===== config.mk =====
export PLATFORM = sky130hd
export DESIGN_NAME = sha256_stream_hasher
export DESIGN_NICKNAME = d
export VERILOG_FILES = /design/src/design/sha_pkg.sv /design/src/design/sha_ctrl.sv /design/src/design/sha_dp.sv /design/src/design/sha256_stream_hasher.sv
export SDC_FILE = /design/constraint.sdc
export NUM_CORES = 2
export LEC_CHECK = 0
export ABC_AREA = 0
export BUFFER_PORTS_ARGS = -buffer_cell sky130_fd_sc_hd__buf_2
export CORE_ASPECT_RATIO = 2
export CORE_MARGIN = 1
export CORE_UTILIZATION = 35
export CTS_BUF_LIST = sky130_fd_sc_hd__clkbuf_8
export DETAILED_ROUTE_END_ITERATION = 16
export PLACE_DENSITY = 0.59
export RECOVER_POWER = 100
export SLEW_MARGIN = 20
export SYNTH_ARGS = -nofsm -noshare
export SYNTH_HDL_FRONTEND = slang
export SYNTH_HIERARCHICAL = 1
export SYNTH_SLANG_ARGS = --single-unit

===== constraint.sdc =====
create_clock -name clk -period 55.5 [get_ports clk]
set_input_delay 11.1 -clock clk [delete_from_list [all_inputs] [get_ports clk]]
set_output_delay 11.1 -clock clk [all_outputs]
set_load 0.05 [all_outputs]

===== src/design/sha_pkg.sv =====
`timescale 1ns / 1ps
`default_nettype none

package sha_pkg;

  // Geometry of one message block and of the digest.
  localparam int BLOCK_BITS   = 512;
  localparam int WORD_BITS    = 32;
  localparam int DIGEST_WORDS = 8;
  localparam int LEN_BITS     = 64;

  // Byte positions that steer the padding sequence, and the last round and last digest word.
  localparam logic [5:0] POS_LAST = 6'd63;
  localparam logic [5:0] POS_LEN  = 6'd56;
  localparam logic [5:0] ROUND_LAST = 6'd63;
  localparam logic [2:0] WORD_LAST  = 3'd7;

  // Bytes shifted into the block buffer during padding.
  localparam logic [7:0] PAD_MARKER = 8'h80;
  localparam logic [7:0] PAD_ZERO   = 8'h00;

  // Round constants.
  localparam logic [31:0] ROUND_K [64] = '{
    32'h428A2F98, 32'h71374491, 32'hB5C0FBCF, 32'hE9B5DBA5, 32'h3956C25B, 32'h59F111F1,
    32'h923F82A4, 32'hAB1C5ED5, 32'hD807AA98, 32'h12835B01, 32'h243185BE, 32'h550C7DC3,
    32'h72BE5D74, 32'h80DEB1FE, 32'h9BDC06A7, 32'hC19BF174, 32'hE49B69C1, 32'hEFBE4786,
    32'h0FC19DC6, 32'h240CA1CC, 32'h2DE92C6F, 32'h4A7484AA, 32'h5CB0A9DC, 32'h76F988DA,
    32'h983E5152, 32'hA831C66D, 32'hB00327C8, 32'hBF597FC7, 32'hC6E00BF3, 32'hD5A79147,
    32'h06CA6351, 32'h14292967, 32'h27B70A85, 32'h2E1B2138, 32'h4D2C6DFC, 32'h53380D13,
    32'h650A7354, 32'h766A0ABB, 32'h81C2C92E, 32'h92722C85, 32'hA2BFE8A1, 32'hA81A664B,
    32'hC24B8B70, 32'hC76C51A3, 32'hD192E819, 32'hD6990624, 32'hF40E3585, 32'h106AA070,
    32'h19A4C116, 32'h1E376C08, 32'h2748774C, 32'h34B0BCB5, 32'h391C0CB3, 32'h4ED8AA4A,
    32'h5B9CCA4F, 32'h682E6FF3, 32'h748F82EE, 32'h78A5636F, 32'h84C87814, 32'h8CC70208,
    32'h90BEFFFA, 32'hA4506CEB, 32'hBEF9A3F7, 32'hC67178F2
  };

  // Initial chain value.
  localparam logic [31:0] INIT_CHAIN [8] = '{
    32'h6A09E667, 32'hBB67AE85, 32'h3C6EF372, 32'hA54FF53A,
    32'h510E527F, 32'h9B05688C, 32'h1F83D9AB, 32'h5BE0CD19
  };

  // Controller states.
  typedef enum logic [2:0] {
    ST_IDLE,
    ST_COMPRESS,
    ST_ADD,
    ST_MARK,
    ST_ZERO,
    ST_LEN,
    ST_EMIT
  } sha_state_t;

  // What the block buffer takes in this cycle.
  typedef enum logic [2:0] {
    SH_NONE,
    SH_DATA,
    SH_MARK,
    SH_ZERO,
    SH_LEN,
    SH_ROUND
  } sha_shift_t;

  // Commands from the controller to the datapath.
  typedef struct packed {
    sha_shift_t shift;
    logic       init_vars;
    logic       add_chain;
    logic       emit_word;
  } sha_cmd_t;

  // Status from the datapath to the controller.
  typedef struct packed {
    logic pos_last;
    logic pos_len;
    logic round_last;
    logic word_last;
  } sha_status_t;

endpackage

`default_nettype wire


===== src/design/sha_ctrl.sv =====
`timescale 1ns / 1ps
`default_nettype none

module sha_ctrl
  import sha_pkg::*;
(
  input  wire logic        clk,
  input  wire logic        rst_n,
  input  wire logic        in_valid,
  input  wire logic        in_has_byte,
  input  wire logic        in_end,
  input  wire logic        out_ready,
  input  wire sha_status_t status,
  output sha_cmd_t         cmd,
  output logic             in_ready,
  output logic             out_valid
);

  sha_state_t state_r, state_nxt;
  // Work still owed after the current compression: padding marker,
  // zero fill, or the digest output.
  logic fin_r, fin_nxt;
  logic pad_r, pad_nxt;
  logic last_r, last_nxt;

  // State and flag registers.
  always_ff @(posedge clk) begin
    if (!rst_n) begin
      state_r <= ST_IDLE;
      fin_r   <= 1'b0;
      pad_r   <= 1'b0;
      last_r  <= 1'b0;
    end else begin
      state_r <= state_nxt;
      fin_r   <= fin_nxt;
      pad_r   <= pad_nxt;
      last_r  <= last_nxt;
    end
  end

  // Next state.
  always_comb begin
    state_nxt = state_r;
    fin_nxt   = fin_r;
    pad_nxt   = pad_r;
    last_nxt  = last_r;
    unique case (state_r)
      ST_IDLE: begin
        if (in_valid) begin
          if (in_has_byte && status.pos_last) begin
            state_nxt = ST_COMPRESS;
            fin_nxt   = in_end;
          end else if (in_end) begin
            state_nxt = ST_MARK;
          end
        end
      end
      ST_MARK: begin
        if (status.pos_last) begin
          state_nxt = ST_COMPRESS;
          pad_nxt   = 1'b1;
        end else begin
          state_nxt = ST_ZERO;
        end
      end
      ST_ZERO: begin
        if (status.pos_len) begin
          state_nxt = ST_LEN;
        end else if (status.pos_last) begin
          state_nxt = ST_COMPRESS;
          pad_nxt   = 1'b1;
        end
      end
      ST_LEN: begin
        state_nxt = ST_COMPRESS;
        last_nxt  = 1'b1;
      end
      ST_COMPRESS: begin
        if (status.round_last) begin
          state_nxt = ST_ADD;
        end
      end
      ST_ADD: begin
        if (last_r) begin
          state_nxt = ST_EMIT;
          last_nxt  = 1'b0;
        end else if (fin_r) begin
          state_nxt = ST_MARK;
          fin_nxt   = 1'b0;
        end else if (pad_r) begin
          state_nxt = ST_ZERO;
          pad_nxt   = 1'b0;
        end else begin
          state_nxt = ST_IDLE;
        end
      end
      ST_EMIT: begin
        if (out_ready && status.word_last) begin
          state_nxt = ST_IDLE;
        end
      end
      default: state_nxt = ST_IDLE;
    endcase
  end

  // Outputs and datapath commands.
  always_comb begin
    cmd       = '{shift: SH_NONE, init_vars: 1'b0, add_chain: 1'b0, emit_word: 1'b0};
    in_ready  = 1'b0;
    out_valid = 1'b0;
    unique case (state_r)
      ST_IDLE: begin
        in_ready = 1'b1;
        if (in_valid && in_has_byte) begin
          cmd.shift     = SH_DATA;
          cmd.init_vars = status.pos_last;
        end
      end
      ST_MARK: begin
        cmd.shift     = SH_MARK;
        cmd.init_vars = status.pos_last;
      end
      ST_ZERO: begin
        if (!status.pos_len) begin
          cmd.shift     = SH_ZERO;
          cmd.init_vars = status.pos_last;
        end
      end
      ST_LEN: begin
        cmd.shift     = SH_LEN;
        cmd.init_vars = 1'b1;
      end
      ST_COMPRESS: begin
        cmd.shift = SH_ROUND;
      end
      ST_ADD: begin
        cmd.add_chain = 1'b1;
      end
      ST_EMIT: begin
        out_valid     = 1'b1;
        cmd.emit_word = out_ready;
      end
      default: begin
        in_ready = 1'b0;
      end
    endcase
  end

endmodule

`default_nettype wire


===== src/design/sha_dp.sv =====
`timescale 1ns / 1ps
`default_nettype none

module sha_dp
  import sha_pkg::*;
(
  input  wire logic        clk,
  input  wire logic        rst_n,
  input  wire sha_cmd_t    cmd,
  input  wire logic [7:0]  data_byte,
  output sha_status_t      status,
  output logic [31:0]      digest_word,
  output logic [2:0]       word_number
);

  // Block buffer: the oldest word sits in the top bits. During rounds it
  // shifts one word per round and serves as the message schedule window.
  logic [BLOCK_BITS-1:0] blk_r, blk_nxt;
  logic [31:0]           var_r [8];
  logic [31:0]           var_nxt [8];
  logic [31:0]           chain_r [8];
  logic [31:0]           chain_nxt [8];
  logic [5:0]            pos_r, pos_nxt;
  logic [LEN_BITS-4:0]   bytes_r, bytes_nxt;
  logic [5:0]            round_r, round_nxt;
  logic [2:0]            word_r, word_nxt;

  logic [31:0] w0, w1, w9, w14, w_new;
  logic [31:0] t1, t2;
  logic [LEN_BITS-1:0] bit_len;

  function automatic logic [31:0] rotr(input logic [31:0] x, input int n);
    rotr = (x >> n) | (x << (32 - n));
  endfunction

  // Message schedule taps and the next schedule word.
  assign w0  = blk_r[BLOCK_BITS-1 -: 32];
  assign w1  = blk_r[BLOCK_BITS-1-32 -: 32];
  assign w9  = blk_r[BLOCK_BITS-1-9*32 -: 32];
  assign w14 = blk_r[BLOCK_BITS-1-14*32 -: 32];
  assign w_new = w0 + (rotr(w1, 7) ^ rotr(w1, 18) ^ (w1 >> 3)) + w9
               + (rotr(w14, 17) ^ rotr(w14, 19) ^ (w14 >> 10));

  // One compression round.
  assign t1 = var_r[7] + (rotr(var_r[4], 6) ^ rotr(var_r[4], 11) ^ rotr(var_r[4], 25))
            + ((var_r[4] & var_r[5]) ^ (~var_r[4] & var_r[6])) + ROUND_K[round_r] + w0;
  assign t2 = (rotr(var_r[0], 2) ^ rotr(var_r[0], 13) ^ rotr(var_r[0], 22))
            + ((var_r[0] & var_r[1]) ^ (var_r[0] & var_r[2]) ^ (var_r[1] & var_r[2]));

  // The bit length is the byte count times eight.
  assign bit_len = {bytes_r, 3'b000};

  // Block buffer, byte position and length count.
  always_comb begin
    blk_nxt   = blk_r;
    pos_nxt   = pos_r;
    bytes_nxt = bytes_r;
    unique case (cmd.shift)
      SH_NONE: begin
        blk_nxt = blk_r;
      end
      SH_DATA: begin
        blk_nxt   = {blk_r[BLOCK_BITS-9:0], data_byte};
        pos_nxt   = pos_r + 6'd1;
        bytes_nxt = bytes_r + {{(LEN_BITS-4){1'b0}}, 1'b1};
      end
      SH_MARK: begin
        blk_nxt = {blk_r[BLOCK_BITS-9:0], PAD_MARKER};
        pos_nxt = pos_r + 6'd1;
      end
      SH_ZERO: begin
        blk_nxt = {blk_r[BLOCK_BITS-9:0], PAD_ZERO};
        pos_nxt = pos_r + 6'd1;
      end
      SH_LEN: begin
        blk_nxt = {blk_r[BLOCK_BITS-LEN_BITS-1:0], bit_len};
        pos_nxt = pos_r + 6'd8;
      end
      SH_ROUND: begin
        blk_nxt = {blk_r[BLOCK_BITS-33:0], w_new};
      end
      default: begin
        blk_nxt = blk_r;
      end
    endcase
    if (cmd.emit_word && (word_r == WORD_LAST)) begin
      bytes_nxt = '0;
      pos_nxt   = '0;
    end
  end

  // Working variables and round counter.
  always_comb begin
    var_nxt   = var_r;
    round_nxt = round_r;
    if (cmd.init_vars) begin
      var_nxt   = chain_r;
      round_nxt = '0;
    end else if (cmd.shift == SH_ROUND) begin
      var_nxt[7] = var_r[6];
      var_nxt[6] = var_r[5];
      var_nxt[5] = var_r[4];
      var_nxt[4] = var_r[3] + t1;
      var_nxt[3] = var_r[2];
      var_nxt[2] = var_r[1];
      var_nxt[1] = var_r[0];
      var_nxt[0] = t1 + t2;
      round_nxt  = round_r + 6'd1;
    end
  end

  // Chain value: feed-forward add after a block, and word-by-word output
  // that refills the initial value behind the departing words.
  always_comb begin
    chain_nxt = chain_r;
    word_nxt  = word_r;
    if (cmd.add_chain) begin
      for (int i = 0; i < DIGEST_WORDS; i++) begin
        chain_nxt[i] = chain_r[i] + var_r[i];
      end
    end else if (cmd.emit_word) begin
      for (int i = 0; i < DIGEST_WORDS - 1; i++) begin
        chain_nxt[i] = chain_r[i+1];
      end
      chain_nxt[DIGEST_WORDS-1] = INIT_CHAIN[word_r];
      word_nxt = word_r + 3'd1;
    end
  end

  // Registers with reset values.
  always_ff @(posedge clk) begin
    if (!rst_n) begin
      chain_r <= INIT_CHAIN;
      pos_r   <= '0;
      bytes_r <= '0;
      round_r <= '0;
      word_r  <= '0;
    end else begin
      chain_r <= chain_nxt;
      pos_r   <= pos_nxt;
      bytes_r <= bytes_nxt;
      round_r <= round_nxt;
      word_r  <= word_nxt;
    end
  end

  // Payload registers.
  always_ff @(posedge clk) begin
    blk_r <= blk_nxt;
    var_r <= var_nxt;
  end

  assign status.pos_last   = (pos_r == POS_LAST);
  assign status.pos_len    = (pos_r == POS_LEN);
  assign status.round_last = (round_r == ROUND_LAST);
  assign status.word_last  = (word_r == WORD_LAST);

  assign digest_word = chain_r[0];
  assign word_number = word_r;

endmodule

`default_nettype wire


===== src/design/sha256_stream_hasher.sv =====
// SHA-256 hasher for a byte stream.
// Input channel: one request per message byte. in_tdata carries the byte,
// in_tuser says whether the byte is present, and in_tlast ends the message
// (a request with in_tlast set and in_tuser clear ends it without a byte).
// Output channel: eight requests per message, digest word 0 first; out_tlast
// marks word 7.
// Each 64th byte starts a block compression in the round unit, one round
// per cycle: 64 rounds and then the chain add, during which in_tready is
// low. After the final request the padding sequencer shifts one pad byte
// per cycle up to byte 56, loads the 64-bit length, and compresses once
// more (twice when the length no longer fits) before the first digest
// word is offered.
// The digest words come from the chain register; while the receiver stalls,
// the current word holds and no new input is accepted until word 7 leaves.
// Reset loads the initial chain value and clears the byte and length counts;
// no clearing pass is needed.
`timescale 1ns / 1ps
`default_nettype none

module sha256_stream_hasher
  import sha_pkg::*;
(
  input  wire logic        clk,
  input  wire logic        rst_n,
  input  wire logic        in_tvalid,
  output logic             in_tready,
  input  wire logic [7:0]  in_tdata,   // [7:0] data_byte
  input  wire logic        in_tuser,   // has_byte
  input  wire logic        in_tlast,   // end_of_message
  output logic             out_tvalid,
  input  wire logic        out_tready,
  output logic [39:0]      out_tdata,  // [31:0] digest_word, [34:32] word_number
  output logic             out_tlast   // final_word
);

  sha_cmd_t    cmd;
  sha_status_t status;
  logic [31:0] digest_word;
  logic [2:0]  word_number;

  // Sequencer for byte intake, padding, rounds and digest output.
  sha_ctrl u_ctrl (
    .clk        (clk),
    .rst_n      (rst_n),
    .in_valid   (in_tvalid),
    .in_has_byte(in_tuser),
    .in_end     (in_tlast),
    .out_ready  (out_tready),
    .status     (status),
    .cmd        (cmd),
    .in_ready   (in_tready),
    .out_valid  (out_tvalid)
  );

  // Block buffer, round unit and chain value.
  sha_dp u_dp (
    .clk        (clk),
    .rst_n      (rst_n),
    .cmd        (cmd),
    .data_byte  (in_tdata),
    .status     (status),
    .digest_word(digest_word),
    .word_number(word_number)
  );

  assign out_tdata = {5'b00000, word_number, digest_word};
  assign out_tlast = status.word_last;

`ifndef NO_ASSERTIONS
  // Input and output never both open: one message is in flight at a time.
  a_one_side: assert property (@(posedge clk) disable iff (!rst_n)
    !(in_tready && out_tvalid))
    else $error("input and output open together");

  // The last-word flag matches word number seven.
  a_last_word: assert property (@(posedge clk) disable iff (!rst_n)
    out_tvalid |-> (out_tlast == (out_tdata[34:32] == WORD_LAST)))
    else $error("last-word flag disagrees with word number");

  // Word numbers advance by one on each delivered word.
  a_word_step: assert property (@(posedge clk) disable iff (!rst_n)
    (out_tvalid && out_tready && !out_tlast) |=>
      (out_tvalid && (out_tdata[34:32] == $past(out_tdata[34:32]) + 3'd1)))
    else $error("digest word sequence broken");

  // After word seven leaves, the block takes input again.
  a_back_idle: assert property (@(posedge clk) disable iff (!rst_n)
    (out_tvalid && out_tready && out_tlast) |=> in_tready)
    else $error("block not idle after digest");
`endif

endmodule

`default_nettype wire

Word level (Yosys, flattened, before mapping). Memories as Yosys holds them, arrays and structs flattened. Cells that the tools add are included. W data, S select, Z words.

Flip-flop bits (word level): 1106. Memory bits (read-only): 2304. Bits of input ports: 14. Logic and storage cells: 166. Memories: 2.

Memories: (name not given) (depth 64, width 32, rd ports 1, clocked after memory_dff 0, wr ports 0, line sha_dp.sv:46) `+ ((var_r[4] & var_r[5]) ^ (~var_r[4] & var_r[6])) + ROUND_K[round_r] + w0;`; (name not given) (depth 8, width 32, rd ports 1, clocked after memory_dff 0, wr ports 0, line sha_dp.sv:125) `chain_nxt[DIGEST_WORDS-1] = INIT_CHAIN[word_r];`.

Add/sub/neg operators: 23. Magnitude comparators: 2. Equality and inequality tests: 24. Multiplexer cells: 40. Bitwise logic cells: 31. Reduce and logical (&&, ||, !) cells: 19.

Operator list (number): $pmux W512 S5 (1); $mux W256 (4); $add A32 B32 Y32 (18); $xor A32 B32 Y32 (9); $and A32 B32 Y32 (5); $mux W32 (4); $add A61 B1 Y61 const B (1); $mux W3 (12); $not A32 Y32 (1); $or A10 B32 Y32 (1); $or A13 B32 Y32 (1); $or A14 B32 Y32 (1); $or A15 B32 Y32 (1); $or A19 B32 Y32 (1); $or A21 B32 Y32 (1); $or A25 B32 Y32 (1); $or A26 B32 Y32 (1); $or A30 B32 Y32 (1); $or A7 B32 Y32 (1); $xor A32 B22 Y32 (1); $xor A32 B29 Y32 (1); $pmux W3 S7 (1); $eq A3 B3 Y1 const B (6); $eq A6 B6 Y1 const B (3); other kinds (31) (62).

Logic depth before layout (Yosys ltp).
Word-level depth: 10. Depth in mapped cells: 42.

By module. Netlist, hierarchy kept.

By module, submodules not included: sha_dp (instances 1, cells each 8284, area an instance 79083.3 um^2, seq. area each 29708.5 um^2); sha_ctrl (instances 1, cells each 75, area an instance 545.5 um^2, seq. area each 120.1 um^2); sha256_stream_hasher (instances 1, cells each 6, area an instance 41.3 um^2, seq. area each 0.0 um^2).

Least setup slack after synthesis. Ideal clock, no wire load.

Path type: in2reg. Start: input in_tvalid. End: register u_dp.blk_r[0] (enable). Library setup time: 1562 ps. Data arrival time: 36749 ps. Data required time: 53938 ps. Slack: 17188 ps. Stages on the path: 8. Cell sequence: nand2_1 > nand2_1 > and3_1 > clkbuf_1 > clkbuf_1 > buf_1 > nor3_1 > a21oi_1.

RTL lines: from (decl) (line sha256_stream_hasher.sv:25) `input wire logic in_tvalid,`; to (signal assigned) (line sha_dp.sv:149) `blk_r <= blk_nxt;`; to (decl) (line sha_dp.sv:18) `logic [BLOCK_BITS-1:0] blk_r, blk_nxt;`.

==> impl_metrics.tcl <==
set metrics [dict create \
    status "finished, violations left" \
    violations "max-capacitance violations, max-slew violations" \
    start_kind "primary input" \
    finalClockSkew_ns 0.0791 \
    synth_top_area_share_pct 28.9 \
    htreeDepth 4 \
    first_global_vias 64954 \
    dieArea_um2 230000 \
    grt_usage_pct 24.7 \
    synth_cell_types 88 \
    critPathKind "in -> reg" \
    seqCellArea_um2 29800 \
    synth_ff_type "edfxtp_1" \
    multi_input_area_um2 45900 \
    yosys_warnings 6 \
    fin_area_um2 85900 \
    area_growth_pct 7.86 \
    synthArstFlopShare_pct 0 \
    first_iter_violations 4258 \
    cts_buffer_depth 4 \
    io_pins 57 \
    drc 0 \
    fin_util_pct 38.0 \
    yosysSeqAreaShare_pct 37.4 \
    synthAdderAreaFrac_pct 11.4 \
    avgViaCountPerCell 5.54 \
    drv_cap 30 \
    timing.final.crit_share_pct 46.3 \
    crit_fanout 134 \
    fillers 22728 \
    wl_mm 291 \
    initial_utilization_pct 35.2 \
    grt-ovfl-total 0 \
    cts_num_sinks 1106 \
    drive_gt1_share_pct 8.09 \
    synth_area_um2 79700 \
    worst_pin_slew_ns 10.76 \
    worstSetupEndpointType "flip-flop" \
    root_buffer "clkbuf_8" \
    numCtsBuffers 183 \
    syn_area_per_cell_um2 9.52 \
    synth-compound-area-share_pct 16.3 \
    min_period_ns 25.69 \
    vias 62830 \
    cts_setup_buffers 0 \
    grt_max_degree 201 \
    synth.area.mux_share_pct 12.1 \
    die_h_um 677 \
    final_nets 8833 \
    synth.largest_area_cell "edfxtp_1" \
    hold_buffers 0 \
    yosys.area_share.simple_pct 10.5 \
    synth_area_leaders "edfxtp_1, dfxtp_1, mux2i_1, ha_1, o21ai_0" \
    wl_per_cell_um 25.6 \
    arrival_ns 26.31 \
    io_buffers 51 \
    antenna_found_initial 4 \
    max_freq_ghz 0.0389 \
    finalSetupViolCount 0 \
    post-dp-hpwl_mm 219 \
    synth_edf_count 768 \
    drv_slew 2062 \
    rows 247 \
    drtAntennaViolNets 0 \
    grt_pass1_wl_mm 421 \
    cts_resized 0 \
    clk_pin_slew_worst_paths_ns 0.06 \
    gp_congestion 0.964 \
    drt_first_pass_iters 6 \
    post_dp_cell_area_um2 82700 \
    hp-class "reg -> reg" \
    synth_xor_area_share_pct 7.07 \
    required_ns 56.12 \
    synth_top_family_by_area "compound AO/OA/AOI/OAI gates" \
    slew_headroom_pct -618 \
    coreArea_um2 226000 \
    synth_seq_cells 1106 \
    syn_inst 8365 \
    mostFrequentLayoutCells "nand2_1, o21ai_0, edfxtp_1" \
    rsz0062_at_grt "false" \
    clk_latency_ns 1.01 \
    layout_commonest_cell "nand2_1" \
    cts_tree "built" \
    hold_viol_final 0 \
    setup_tns_ns 0 \
    die_w_um 339 \
]
==> flip-flops by register name, summed over array words and instances, names as in the netlist, 3 cells and up <==
| name | count |
|---|---|
| u_dp/round_r | 6 |
| u_dp/digest_word | 32 |
| u_dp/word_number | 3 |
| u_dp/pos_r | 6 |
| u_dp/var_r | 256 |
| u_dp/bytes_r | 61 |
| u_dp/blk_r | 512 |
| u_ctrl/state_r | 3 |
| u_dp/chain_r | 224 |
==> cells in the mapped netlist (83+ instances only) <==
cell type  instances
a21o_1           186
clkbuf_1         427
nand2_1          945
inv_1            501
a211oi_1         139
edfxtp_1         768
nor2b_1          107
xnor2_1          359
fa_1             197
mux2i_1          656
o211ai_1          83
nor2_1           394
o21ai_0          929
dfxtp_1          338
nand3_1           92
xor2_1           284
mux2_2           264
ha_1             409
a21oi_1          411
==> cell type report <==
cell class	count	area share (%)
clock buffer	203	3.25
antenna	2	0.00582
sequential	1106	34.7
clock inverter	120	0.747
inverter	504	2.22
tap	2988	4.35
multi-input combinational	6226	53.4
timing repair buffer	192	1.35
==> path summary, 6_finish.rpt <==
kind              depth (start not counted)  slack, ns         endpoint         startpoint
setup / recovery                          9      29.81  u_dp/blk_r[416]           in_tuser
hold / removal                            2       0.51    u_dp/pos_r[1]      u_dp/pos_r[1]
setup reg to reg                          8      39.17  u_dp/blk_r[416]  u_ctrl/state_r[2]
hold reg to reg                           2       0.51    u_dp/pos_r[1]      u_dp/pos_r[1]
==> worst max-delay path: stages <==
cell and delay (ns):
clkbuf_1 0.15, nand2_1 0.09, nand2_1 0.07, and3_1 1.16, clkbuf_1 2.64, clkbuf_1 6.74
clkbuf_1 3.53, mux2i_1 0.39, o21ai_0 0.14
==> cells by family after synthesis <==
logic type               count (synthesis)
multiplexers                           926
adder cells (fa/ha/maj)                609
flip-flops                            1106
buffers and inverters                 1037
AND/OR/NAND/NOR                       1893
XOR/XNOR                               643
other                                    1
AO/OA/AOI/OAI                         2150
==> per-layer routing <==
metal | track usage, % | routed length, um | part of all wire (%)
met1 | 21.0 | 88500 | 30
met3 | 4.72 | 13800 | 4.8
met5 | 0 | 42 | 0.014
met4 | 26.0 | 35600 | 12
met2 | 46.0 | 153000 | 53
==> through the flow <==
step	hold slack (ns)	setup slack, ns	instances
6_report	0.509	29.81	11341
5_1_grt	0.536	28.98	11340
4_1_cts	0.511	40.81	11339
3_5_place_dp	0.502	39.83	11016
3_3_place_gp	0.480	39.90	11016
2_1_floorplan	0.466	17.19	8369
Power is left out: the tool's default activity adds up to more than one toggle a clock period on the data nets, which glitch-free logic cannot reach.
